[config.mk]
export PLATFORM = sky130hd
export DESIGN_NAME = relative_l2_change_norm
export DESIGN_NICKNAME = d
export VERILOG_FILES = /design/src/rtl/rlcn_pkg.sv /design/src/rtl/rlcn_shift_sub.sv /design/src/rtl/relative_l2_change_norm.sv
export VERILOG_INCLUDE_DIRS = /design/src /design/src/rtl
export SDC_FILE = /design/constraint.sdc
export NUM_CORES = 2
export LEC_CHECK = 0
export BUFFER_PORTS_ARGS = -buffer_cell sky130_fd_sc_hd__clkbuf_2
export CORE_MARGIN = 3
export CORE_UTILIZATION = 38
export CTS_CLUSTER_SIZE = 30
export DETAILED_ROUTE_END_ITERATION = 7
export PLACE_DENSITY = 0.58
export SKIP_CTS_REPAIR_TIMING = 1
export SYNTH_ARGS = -nofsm -noshare
export SYNTH_HDL_FRONTEND = slang
export SYNTH_SLANG_ARGS = --single-unit
[constraint.sdc]
create_clock -name clk_i -period 9.07 [get_ports clk_i]
set_input_delay 0.4535 -clock clk_i [delete_from_list [all_inputs] [get_ports clk_i]]
set_output_delay 0.4535 -clock clk_i [all_outputs]
set_load 0.01 [all_outputs]
[src/rtl/relative_l2_change_norm_assert.svh]
// Assertion macros for the relative L2 change norm block.
// Used by the top level only; needs a clock and an active-low reset.
`ifndef RELATIVE_L2_CHANGE_NORM_ASSERT_SVH
`define RELATIVE_L2_CHANGE_NORM_ASSERT_SVH

// Same-cycle implication check
`define RLCN_ASSERT_IMP(lbl, ck, rn, ante, cons) \
  lbl: assert property (@(posedge ck) disable iff (!rn) (ante) |-> (cons)) \
    else $error("rlcn: same-cycle check failed");

// Next-cycle implication check
`define RLCN_ASSERT_NXT(lbl, ck, rn, ante, cons) \
  lbl: assert property (@(posedge ck) disable iff (!rn) (ante) |=> (cons)) \
    else $error("rlcn: next-cycle check failed");

`endif

[src/rtl/rlcn_pkg.sv]
// Package for the relative L2 change norm block: widths, register codes,
// sequencer states and the request/status structs of the shift-subtract unit.
`default_nettype none

package rlcn_pkg;

  // Configuration port
  localparam int ADDR_W = 4;
  localparam logic [1:0] REG_VOLUME  = 2'd0;
  localparam logic [1:0] REG_EPSILON = 2'd1;
  localparam logic [1:0] REG_SPIN    = 2'd2;

  // Datapath widths
  localparam int ACC_W  = 64;
  localparam int RAD_W  = 72;  // radicand: (sum * volume) >> 24
  localparam int ROOT_W = 36;  // square root of the radicand
  localparam int REM_W  = 40;  // partial remainder
  localparam int RES_W  = 60;  // quotient of (root << 24) / root
  localparam int CNT_W  = 6;

  localparam logic [CNT_W-1:0] ROOT_LAST = 6'd35;
  localparam logic [CNT_W-1:0] QUO_LAST  = 6'd59;

  typedef enum logic {
    OP_SQRT,
    OP_DIV
  } rlcn_op_e;

  typedef struct packed {
    logic     start;
    rlcn_op_e op;
  } rlcn_req_t;

  typedef struct packed {
    logic busy;
    logic done;
  } rlcn_sts_t;

  typedef enum logic [3:0] {
    ST_IDLE,
    ST_MAG,
    ST_MUL,
    ST_ACC,
    ST_NMUL_LO,
    ST_NMUL_HI,
    ST_NSUM,
    ST_ROOT,
    ST_CHECK,
    ST_DIV,
    ST_CHAN,
    ST_DONE
  } rlcn_state_e;

endpackage

`default_nettype wire

[src/rtl/rlcn_shift_sub.sv]
// Shared shift-subtract unit: bit-pair square root and restoring division,
// one result bit per cycle. Depends on rlcn_pkg.
`default_nettype none

module rlcn_shift_sub import rlcn_pkg::*; (
  input  logic               clk_i,
  input  logic               rst_ni,
  input  rlcn_req_t          req_i,
  input  logic [RAD_W-1:0]   rad_i,
  input  logic [ROOT_W-1:0]  divisor_i,
  output rlcn_sts_t          sts_o,
  output logic [RES_W-1:0]   result_o
);

  logic             busy_q, done_q;
  rlcn_op_e         op_q;
  logic [CNT_W-1:0] cnt_q;
  logic [RAD_W-1:0] rad_q, rad_sh;
  logic [REM_W-1:0] rem_q, rem_sh, trial, rem_nx;
  logic [RES_W-1:0] res_q;
  logic [ROOT_W-1:0] div_q;
  logic             ge;

  // Form the shifted remainder and the trial subtrahend for this step
  always_comb begin
    case (op_q)
      OP_SQRT: begin
        rem_sh = {rem_q[REM_W-3:0], rad_q[RAD_W-1 -: 2]};
        trial  = {{(REM_W-ROOT_W-2){1'b0}}, res_q[ROOT_W-1:0], 2'b01};
        rad_sh = {rad_q[RAD_W-3:0], 2'b00};
      end
      OP_DIV: begin
        rem_sh = {rem_q[REM_W-2:0], rad_q[RAD_W-1]};
        trial  = {{(REM_W-ROOT_W){1'b0}}, div_q};
        rad_sh = {rad_q[RAD_W-2:0], 1'b0};
      end
      default: begin
        rem_sh = rem_q;
        trial  = '0;
        rad_sh = rad_q;
      end
    endcase
    ge     = (rem_sh >= trial);
    rem_nx = ge ? (rem_sh - trial) : rem_sh;
  end

  // Sequence control
  always_ff @(posedge clk_i or negedge rst_ni) begin
    if (!rst_ni) begin
      busy_q <= 1'b0;
      done_q <= 1'b0;
      cnt_q  <= '0;
      op_q   <= OP_SQRT;
    end else begin
      done_q <= 1'b0;
      if (req_i.start) begin
        busy_q <= 1'b1;
        op_q   <= req_i.op;
        cnt_q  <= (req_i.op == OP_SQRT) ? ROOT_LAST : QUO_LAST;
      end else if (busy_q) begin
        cnt_q <= cnt_q - 1'b1;
        if (cnt_q == '0) begin
          busy_q <= 1'b0;
          done_q <= 1'b1;
        end
      end
    end
  end

  // Advance the operand, remainder and result registers
  always_ff @(posedge clk_i) begin
    if (req_i.start) begin
      rad_q <= rad_i;
      div_q <= divisor_i;
      rem_q <= '0;
      res_q <= '0;
    end else if (busy_q) begin
      rad_q <= rad_sh;
      rem_q <= rem_nx;
      res_q <= {res_q[RES_W-2:0], ge};
    end
  end

  assign sts_o.busy = busy_q;
  assign sts_o.done = done_q;
  assign result_o   = res_q;

endmodule

`default_nettype wire

[src/rtl/relative_l2_change_norm.sv]
// Each squared term passes through the MAG, MUL and ACC states on the shared multiplier.
// An item stalls the input for two terms in single mode and four in spin mode, and a new
// item is taken only once the sequencer is back in idle. A last item then runs, per channel,
// two norms (NMUL_LO, NMUL_HI, NSUM, ROOT), a check, a division (skipped when the new norm
// is within epsilon) and a select, then loads the output register once it is free.
// Roots and division share one unit. Reset: configuration to reset values, sums clear.
`default_nettype none

module relative_l2_change_norm import rlcn_pkg::*; #(
  parameter int SAMPLE_BITS = 32
) (
  input  logic              clk_i,
  input  logic              rst_ni,
  // configuration port
  input  logic              psel,
  input  logic              penable,
  input  logic              pwrite,
  input  logic [ADDR_W-1:0] paddr,
  input  logic [31:0]       pwdata,
  output logic [31:0]       prdata,
  output logic              pready,
  // input items
  input  logic              in_valid_i,
  output logic              in_stall_o,
  input  logic [31:0]       old_alpha_i,
  input  logic [31:0]       new_alpha_i,
  input  logic [31:0]       old_beta_i,
  input  logic [31:0]       new_beta_i,
  input  logic              last_point_i,
  // result items
  output logic              out_valid_o,
  input  logic              out_stall_i,
  output logic [31:0]       change_norm_o,
  output logic              absolute_used_o,
  output logic              saturated_o
);

  rlcn_state_e state_q, state_d;

  logic [31:0] vol_q, eps_q;
  logic        spin_mode_q;

  logic signed [SAMPLE_BITS-1:0] samp_q [4];
  logic        spin_q, last_q;
  logic [1:0]  sel_q, sel_d;

  logic [31:0]      mag_q, mag_d;
  logic [31:0]      mul_a, mul_b;
  logic [ACC_W-1:0] prod_q, plo_q, hsum;
  logic [ACC_W-1:0] acc_q [4];
  logic [ACC_W:0]   acc_sum;
  logic             ovf_q;

  logic [ROOT_W-1:0] dn_q, nn_q;
  logic [RES_W-1:0]  r_q;
  logic              abs_q;
  logic [31:0]       best_q, chan_val;
  logic              best_abs_q, sat_q, chan_sat;

  logic        accept, out_load, cfg_wr;
  logic        out_valid_q, out_abs_q, out_sat_q;
  logic [31:0] out_norm_q;

  rlcn_req_t         unit_req;
  rlcn_sts_t         unit_sts;
  logic [RAD_W-1:0]  unit_rad;
  logic [RES_W-1:0]  unit_res;

  logic signed [SAMPLE_BITS-1:0] o_s, n_s;
  logic signed [32:0] o_x, n_x, d_x, t_x;
  logic [32:0]        t_abs;

  // Configuration registers
  assign pready = 1'b1;
  assign cfg_wr = psel & penable & pwrite;

  always_ff @(posedge clk_i or negedge rst_ni) begin
    if (!rst_ni) begin
      vol_q       <= 32'h0100_0000;
      eps_q       <= 32'd1;
      spin_mode_q <= 1'b0;
    end else if (cfg_wr) begin
      case (paddr[3:2])
        REG_VOLUME:  vol_q       <= pwdata;
        REG_EPSILON: eps_q       <= pwdata;
        REG_SPIN:    spin_mode_q <= pwdata[0];
        default: ;
      endcase
    end
  end

  always_comb begin
    case (paddr[3:2])
      REG_VOLUME:  prdata = vol_q;
      REG_EPSILON: prdata = eps_q;
      REG_SPIN:    prdata = {31'd0, spin_mode_q};
      default:     prdata = '0;
    endcase
  end

  // Magnitude of the selected term: difference on even steps, new sample on odd
  always_comb begin
    o_s   = sel_q[1] ? samp_q[2] : samp_q[0];
    n_s   = sel_q[1] ? samp_q[3] : samp_q[1];
    o_x   = 33'(o_s);
    n_x   = 33'(n_s);
    d_x   = n_x - o_x;
    t_x   = sel_q[0] ? n_x : d_x;
    t_abs = t_x[32] ? unsigned'(-t_x) : unsigned'(t_x);
    mag_d = t_abs[31:0];
  end

  // Shared multiplier operands
  always_comb begin
    case (state_q)
      ST_NMUL_LO: begin
        mul_a = acc_q[sel_q][31:0];
        mul_b = vol_q;
      end
      ST_NMUL_HI: begin
        mul_a = acc_q[sel_q][63:32];
        mul_b = vol_q;
      end
      default: begin
        mul_a = mag_q;
        mul_b = mag_q;
      end
    endcase
  end

  assign acc_sum  = {1'b0, acc_q[sel_q]} + {1'b0, prod_q};
  assign hsum     = prod_q + {32'd0, plo_q[63:32]};
  assign chan_sat = |r_q[RES_W-1:32];
  assign chan_val = chan_sat ? '1 : r_q[31:0];

  assign accept   = in_valid_i & ~in_stall_o;
  assign out_load = (state_q == ST_DONE) & (~out_valid_q | ~out_stall_i);

  // Sequencer: next state, step index and unit requests
  always_comb begin
    state_d      = state_q;
    sel_d        = sel_q;
    unit_req     = '{start: 1'b0, op: OP_SQRT};
    unit_rad     = {hsum, plo_q[31:24]};
    case (state_q)
      ST_IDLE: begin
        if (accept) begin
          sel_d   = 2'd0;
          state_d = ST_MAG;
        end
      end
      ST_MAG: state_d = ST_MUL;
      ST_MUL: state_d = ST_ACC;
      ST_ACC: begin
        if ((sel_q == 2'd3) || ((sel_q == 2'd1) && !spin_q)) begin
          sel_d   = 2'd0;
          state_d = last_q ? ST_NMUL_LO : ST_IDLE;
        end else begin
          sel_d   = sel_q + 2'd1;
          state_d = ST_MAG;
        end
      end
      ST_NMUL_LO: state_d = ST_NMUL_HI;
      ST_NMUL_HI: state_d = ST_NSUM;
      ST_NSUM: begin
        unit_req = '{start: 1'b1, op: OP_SQRT};
        state_d  = ST_ROOT;
      end
      ST_ROOT: begin
        if (unit_sts.done) begin
          if (!sel_q[0]) begin
            sel_d   = sel_q + 2'd1;
            state_d = ST_NMUL_LO;
          end else begin
            state_d = ST_CHECK;
          end
        end
      end
      ST_CHECK: begin
        unit_rad = {dn_q, {(RAD_W-ROOT_W){1'b0}}};
        if (nn_q <= {{(ROOT_W-32){1'b0}}, eps_q}) begin
          state_d = ST_CHAN;
        end else begin
          unit_req = '{start: 1'b1, op: OP_DIV};
          state_d  = ST_DIV;
        end
      end
      ST_DIV: begin
        if (unit_sts.done) state_d = ST_CHAN;
      end
      ST_CHAN: begin
        if (!sel_q[1] && spin_q) begin
          sel_d   = sel_q + 2'd1;
          state_d = ST_NMUL_LO;
        end else begin
          state_d = ST_DONE;
        end
      end
      ST_DONE: begin
        if (out_load) state_d = ST_IDLE;
      end
      default: state_d = ST_IDLE;
    endcase
  end

  assign in_stall_o = (state_q != ST_IDLE);

  // State and control registers
  always_ff @(posedge clk_i or negedge rst_ni) begin
    if (!rst_ni) begin
      state_q <= ST_IDLE;
      sel_q   <= 2'd0;
      ovf_q   <= 1'b0;
      sat_q   <= 1'b0;
      for (int i = 0; i < 4; i++) acc_q[i] <= '0;
    end else begin
      state_q <= state_d;
      sel_q   <= sel_d;
      // accumulate with saturation
      if (state_q == ST_ACC) begin
        if (acc_sum[ACC_W]) begin
          acc_q[sel_q] <= '1;
          ovf_q        <= 1'b1;
        end else begin
          acc_q[sel_q] <= acc_sum[ACC_W-1:0];
        end
      end
      if (state_q == ST_CHAN) sat_q <= sat_q | chan_sat;
      // drop the vector state once the result is out
      if (out_load) begin
        for (int i = 0; i < 4; i++) acc_q[i] <= '0;
        ovf_q <= 1'b0;
        sat_q <= 1'b0;
      end
    end
  end

  // Datapath registers
  always_ff @(posedge clk_i) begin
    prod_q <= {32'd0, mul_a} * {32'd0, mul_b};
    if (accept) begin
      samp_q[0] <= old_alpha_i[SAMPLE_BITS-1:0];
      samp_q[1] <= new_alpha_i[SAMPLE_BITS-1:0];
      samp_q[2] <= old_beta_i[SAMPLE_BITS-1:0];
      samp_q[3] <= new_beta_i[SAMPLE_BITS-1:0];
      spin_q    <= spin_mode_q;
      last_q    <= last_point_i;
    end
    if (state_q == ST_MAG) mag_q <= mag_d;
    if (state_q == ST_NMUL_HI) plo_q <= prod_q;
    if ((state_q == ST_ROOT) && unit_sts.done) begin
      if (!sel_q[0]) dn_q <= unit_res[ROOT_W-1:0];
      else           nn_q <= unit_res[ROOT_W-1:0];
    end
    if ((state_q == ST_CHECK) && (state_d == ST_CHAN)) begin
      r_q   <= {{(RES_W-ROOT_W){1'b0}}, dn_q};
      abs_q <= 1'b1;
    end
    if ((state_q == ST_DIV) && unit_sts.done) begin
      r_q   <= unit_res;
      abs_q <= 1'b0;
    end
    // keep alpha, replace only on a strictly larger beta result
    if ((state_q == ST_CHAN) && (!sel_q[1] || (chan_val > best_q))) begin
      best_q     <= chan_val;
      best_abs_q <= abs_q;
    end
    if (out_load) begin
      out_norm_q <= best_q;
      out_abs_q  <= best_abs_q;
      out_sat_q  <= sat_q | ovf_q;
    end
  end

  // Output register: hold the result item until taken
  always_ff @(posedge clk_i or negedge rst_ni) begin
    if (!rst_ni) begin
      out_valid_q <= 1'b0;
    end else if (out_load) begin
      out_valid_q <= 1'b1;
    end else if (!out_stall_i) begin
      out_valid_q <= 1'b0;
    end
  end

  assign out_valid_o     = out_valid_q;
  assign change_norm_o   = out_norm_q;
  assign absolute_used_o = out_abs_q;
  assign saturated_o     = out_sat_q;

  // Shared square root and divide unit
  rlcn_shift_sub u_shift_sub (
    .clk_i     (clk_i),
    .rst_ni    (rst_ni),
    .req_i     (unit_req),
    .rad_i     (unit_rad),
    .divisor_i (nn_q),
    .sts_o     (unit_sts),
    .result_o  (unit_res)
  );

  // Checks
`include "relative_l2_change_norm_assert.svh"

  `RLCN_ASSERT_IMP(a_done_in_wait, clk_i, rst_ni, unit_sts.done, (state_q == ST_ROOT) || (state_q == ST_DIV))
  `RLCN_ASSERT_NXT(a_clear_after_out, clk_i, rst_ni, out_load, (acc_q[0] == '0) && (acc_q[3] == '0) && !ovf_q)
  `RLCN_ASSERT_NXT(a_accept_starts, clk_i, rst_ni, accept, (state_q == ST_MAG) && (sel_q == 2'd0))

endmodule

`default_nettype wire
## After elaboration in Yosys (flattened, before gate mapping)

Memory sizes are Yosys's and may differ from the RTL's.
Index checks and enable logic that the tools add are counted.

- Add/subtract/negate cells: 7
- Multipliers: 1
- Div/mod/pow operators: 0
- Magnitude comparators: 5
- Equality and inequality tests: 21
- Shifts and indexed selects: 0
- Muxes and demuxes: 62
- Bitwise logic cells: 14
- Reductions and logical operators: 31

Operator list:

| kind | count |
|---|---|
| $mux 256 | 3 |
| $bwmux 256 | 1 |
| $or 256x256->256 | 1 |
| $mux 72 | 3 |
| $mux 64 | 3 |
| $mux 32 | 5 |
| $pmux 40 s2 | 2 |
| $pmux 72 s2 | 1 |
| $bmux 64 s2 | 1 |
| $demux 64 s2 | 1 |
| $mux 60 | 2 |
| $pmux 32 s3 | 1 |
| $add 64x64->65 | 1 |
| $add 64x32->64 | 1 |
| $mul 32x32->64 | 1 |
| $pmux 32 s2 | 1 |
| $pmux 4 s12 | 1 |
| $ge 40x40->1 | 1 |
| $mux 39 | 1 |
| $sub 39x39->39 | 1 |
| $le 36x32->1 | 1 |
| $mux 33 | 1 |
| $sub 32x32->33 | 1 |
| $gt 32x32->1 | 1 |
| 38 further kinds | 105 |

- Register bits after elaboration: 908
- Latch bits: 0
- Memory bits (writable): 128
- Memory bits (read-only): 0
- Input port bits: 172
- Output and inout port bits: 69
- Logic and storage cells: 177
- Memories kept: 1

Memory list:

| name | depth | bits a word | rd ports | clocked after memory_dff | wr ports | RTL line | text |
|---|---|---|---|---|---|---|---|
| samp_q | 4 | 32 | 4 | 0 | 4 | relative_l2_change_norm.sv:43 | `logic signed [SAMPLE_BITS-1:0] samp_q [4];` |

## Depth between registers and ports, before layout

- Depth in word-level cells: 9
- Depth in mapped cells: 40
- Mapped depth without buffers: 33

## Hierarchy

From an unflattened synthesis, not the netlist that was laid out.

- Cell total of the unflattened synthesis: 8783
- Area, all modules: 85594.6 sq um

Modules (own cells, without submodules):

| module | instances | cells an instance | area each (sq um) | seq. area each (sq um) |
|---|---|---|---|---|
| relative_l2_change_norm | 1 | 7594 | 73561.8 | 21603.2 |
| rlcn_shift_sub | 1 | 1189 | 12032.8 | 5450.2 |

## Worst setup path before layout

No wires, ideal clock.

- Path type: register to register
- Start: reg sel_q[1]
- End: reg prod_q[49]
- Library setup time: 0.072 ns
- Arrival time: 9.977 ns
- Required time: 8.998 ns
- Slack: -0.979 ns
- Cell stages (with the launch flop): 40
- Buffers on the path: 8
- Clock period less this slack: 10.049 ns
- Cell sequence: dfrtp_1 -> clkbuf_1 -> buf_2 -> buf_2 -> clkbuf_1 -> clkbuf_1 -> buf_2 -> mux4_2 -> mux2i_1 -> nand2_1 -> o21ai_0 -> clkbuf_1 -> nor2_1 -> fa_1 -> inv_1 -> fa_1 -> inv_1 -> fa_1 -> [... 4 more ...] -> fa_1 -> fa_1 -> inv_1 -> fa_1 -> inv_1 -> ha_1 -> clkbuf_1 -> nand3_1 -> or3_1 -> or3_1 -> o211ai_1 -> o21ai_1 -> o311ai_0 -> a31oi_1 -> o21ai_0 -> nand3_1 -> a32oi_1 -> xor2_1

- Cells in the longest elaborated chain, start to end: 6

Ends and longest elaborated chain:

| item | RTL line | text |
|---|---|---|
| start, declared | relative_l2_change_norm.sv:45 | `logic [1:0] sel_q, sel_d;` |
| start signal, assigned | relative_l2_change_norm.sv:218 | `sel_q <= sel_d;` |
| $not 2->3 (implied by the code) | relative_l2_change_norm.sv:117, relative_l2_change_norm.sv:121 |  |
| $bmux 64 s2 | relative_l2_change_norm.sv:117, relative_l2_change_norm.sv:121 |  |
| $mux 64 (implied by the code) (2 in a row) | relative_l2_change_norm.sv:121 | `mul_a = acc_q[sel_q][63:32];` |
| $pmux 32 s2 | relative_l2_change_norm.sv:115 | `case (state_q)` |
| $mul 32x32->64 | relative_l2_change_norm.sv:240 | `prod_q <= {32'd0, mul_a} * {32'd0, mul_b};` |
| end signal, assigned | relative_l2_change_norm.sv:240 |  |
| end, declared | relative_l2_change_norm.sv:49 | `logic [ACC_W-1:0] prod_q, plo_q, hsum;` |

No other way between the ends. The select of a mux whose other input is x is not followed.
A chain may end at the register's enable or synchronous reset.

## Worst setup path after layout

- Start: reg sel_q[0]
- End: reg prod_q[63]

Same word-level chain as after synthesis.

==> results.json <==
{
  "run_status": "complete, but fails checks",
  "violations": "negative setup slack",
  "worst_ep_arrival_time_ns": 10.02,
  "clk_path_buf_depth": 3,
  "r2r-end": "prod_q[63]$_DFF_P_",
  "ant_nets": 0,
  "rows": 173,
  "hold_path_depth": 3,
  "critical_path_class": "register to register",
  "nNetsFinal": 11200,
  "synth_area_leader_cell": "fa_1",
  "wl_met2_um": 137000,
  "synth-simple-area-share_pct": 13.2,
  "critPathLaunchType": "register",
  "fin_crit_sh_pct": 104,
  "ys_seq_area_share_pct": 31.6,
  "required_ns": 9.67,
  "grt_pass1_wl_um": 444000,
  "r2r_cells": 34,
  "synth_xor_area_share_pct": 2.61,
  "cts_buffers": 104,
  "cp-end-kind": "register",
  "hpwl_um": 242000,
  "async_flop_share_pct": 33.5,
  "finalWirelength_um": 305000,
  "gp_congestion": 0.975,
  "die_w_um": 480,
  "synth_top_family_by_area": "adder cells",
  "yosys-top-cells-area": "fa_1 21%, edfxtp_1 18%, dfrtp_1 9.9%",
  "antenna_found_initial": 18,
  "tritoncts": "built",
  "min_period_ns": 9.41,
  "vias": 69100,
  "track_usage_pct": 25.8,
  "top_layer_used": "met5",
  "core_area_sq_um": 223000,
  "maxSlewHeadroom_pct": 17.0,
  "cp_max_fo": 8,
  "synth_warnings": 0,
  "route.detailed.drc": 0,
  "wl_per_cell_um": 24.1,
  "pre_cts_ws_ns": -0.692,
  "synth_edf_count": 509,
  "initialDrtViolationCount": 6115,
  "clk_latency_ns": 0.77,
  "synthAdderAreaFrac_pct": 28.4,
  "final_cells": 12700,
  "synth_nets": 10300,
  "syn_area_per_cell_sq_um": 9.74,
  "synth_compound_area_share_pct": 11.0,
  "crit_path_max_incr_delay_ns": 0.57,
  "place_inst": 12300,
  "final_layout_size_suffix_gt1_share_pct": 17.2,
  "vias_per_cell": 5.45,
  "max_freq_ghz": 0.106,
  "numClockSinks": 1012,
  "syn_area_sq_um": 85500,
  "syn_to_final_growth_pct": 19.6,
  "cap_viol_max_count": 0,
  "synth.top_cell.area_share_pct": 21.1,
  "synth.area.mux_share_pct": 6.62,
  "initial_utilization_pct": 38.3,
  "first_pass_iters": 6,
  "mostFrequentLayoutCells": "1061 x nor2_1, 999 x nand2_1, 956 x inv_1",
  "crit_top_cell": "fa_1",
  "cp_slowest_cell": "fa_1",
  "post-route-util_pct": 45.8,
  "path_clk_slew_ns": 0.06,
  "min_from": "out_stall_i",
  "holdPathEnd": "out_valid_o$_DFFE_PN0P_",
  "synth_top_flop_cell": "edfxtp_1",
  "final_common_cell": "nor2_1",
  "ios": 241,
  "reg2reg_setup_slack_ns": -0.34,
  "hold_class": "input pin to register",
  "layout_setup_ws_ns": -0.344,
  "htree_levels": 3,
  "timing.rr.start": "sel_q[0]$_DFFE_PN0P_",
  "clockRootBuffer": "clkbuf_16",
  "final-hold-violation-count": 0,
  "wl_met3_um": 25700,
  "die_y_um": 480,
  "m1WireLength_um": 128000,
  "ys_types": 98,
  "tightest_slew_ns": 1.24,
  "skew_ns": 0.0867,
  "setup_viol": 14,
  "die_area_sq_um": 231000,
  "grt_max_degree": 109,
  "port_buffers": 237,
  "rsz0062_at_grt": "yes",
  "finalMaxSlewViolations": 0,
  "grt_pass1_vias": 68500,
  "syn_inst": 8772,
  "synth-seq-cells": 1012,
  "grt-ovfl-total": 0
}
state kept, by name (all words and copies together), names as in the netlist, 2 cells and up:
register              count
acc_q                   256
samp_q                  128
u_shift_sub.rad_q        72
prod_q                   64
r_q                      60
u_shift_sub.result_o     60
plo_q                    40
u_shift_sub.rem_q        39
dn_q                     36
nn_q                     36
u_shift_sub.div_q        36
best_q                   32
change_norm_o            32
eps_q                    32
mag_q                    32
vol_q                    32
u_shift_sub.cnt_q         6
state_q                   4
sel_q                     2
cell type report:
class                           instances  area [sq um]
Inverter                              980          3680
Antenna cell                            5          12.5
Clock buffer                          132          2830
Clock inverter                         63           857
Fill cell                           21000        121000
Tap cell                             2975          3720
Sequential cell                      1012         27100
Multi-Input combinational cell       6290         53900
Timing Repair Buffer                 1224         10200
cells by family (layout without fill, tap and decap cells):
| logic type | after synthesis | after routing |
|---|---|---|
| AND/OR/NAND/NOR | 2647 | 2647 |
| AO/OA/AOI/OAI | 1515 | 1515 |
| buffers and inverters | 1470 | 2399 |
| adder cells (fa/ha/maj) | 1401 | 1401 |
| flip-flops | 1012 | 1012 |
| multiplexers | 471 | 471 |
| XOR/XNOR | 255 | 255 |
| other | 1 | 6 |
how the worst max path moves through the flow:
| stage | start | to | slack [ns] | depth (start not counted) |
|---|---|---|---|---|
| 4_1_cts | sel_q[0]$_DFFE_PN0P_ | prod_q[59]$_DFF_P_ | -0.75 | 33 |
| 3_3_place_gp | sel_q[0]$_DFFE_PN0P_ | prod_q[57]$_DFF_P_ | -0.76 | 34 |
| 5_1_grt | sel_q[0]$_DFFE_PN0P_ | prod_q[49]$_DFF_P_ | -0.58 | 36 |
| 3_5_place_dp | sel_q[0]$_DFFE_PN0P_ | prod_q[59]$_DFF_P_ | -0.69 | 33 |
| 6_report | sel_q[0]$_DFFE_PN0P_ | prod_q[63]$_DFF_P_ | -0.34 | 34 |
| 2_1_floorplan | sel_q[1]$_DFFE_PN0P_ | prod_q[63]$_DFF_P_ | 0.003 | 36 |
worst max-delay path: cells and delay by family, from the launching register on:
kind            cells  cell delay, ns
buf+inv            10            1.15
mux                 2            0.76
simple gates        4            0.84
xor+xnor            1            0.13
compound gates      8            1.48
flops               1            0.48
fa+ha+maj           9            4.38
cells in the mapped netlist (all sizes together), types with 86 or more instances:
cell type and number:
nor2 1072, nand2 1009, inv 978, fa 900, edfxtp 509, ha 501, o21ai 492, clkbuf 433
a21oi 371, dfrtp 337, mux2i 291, dfxtp 164, a21o 151, xnor2 147, mux2 116, xor2 108
nand3 105, o21a 86
per-layer routing:
metal	up-vias	track usage, %
met5	-	0
met4	4	10.1
met3	528	4.77
met2	2827	40.0
met1	34700	35.6
li1	31000	-
through the flow:
stage | instance area [sq um] | hold WS [ns] | setup TNS (ns)
after global placement | 95200 | 0.426 | -8.71
after CTS | 98900 | -0.336 | -10.48
after global routing | 102000 | 0.0789 | -5.69
after detailed placement | 95200 | 0.427 | -9.16
final | 102000 | 0.0654 | -2.18
after floorplan | 85600 | 0.158 | 0
Power is not shown: default switching activity piles up to over one toggle a cycle in this logic, so the estimate is an artifact.
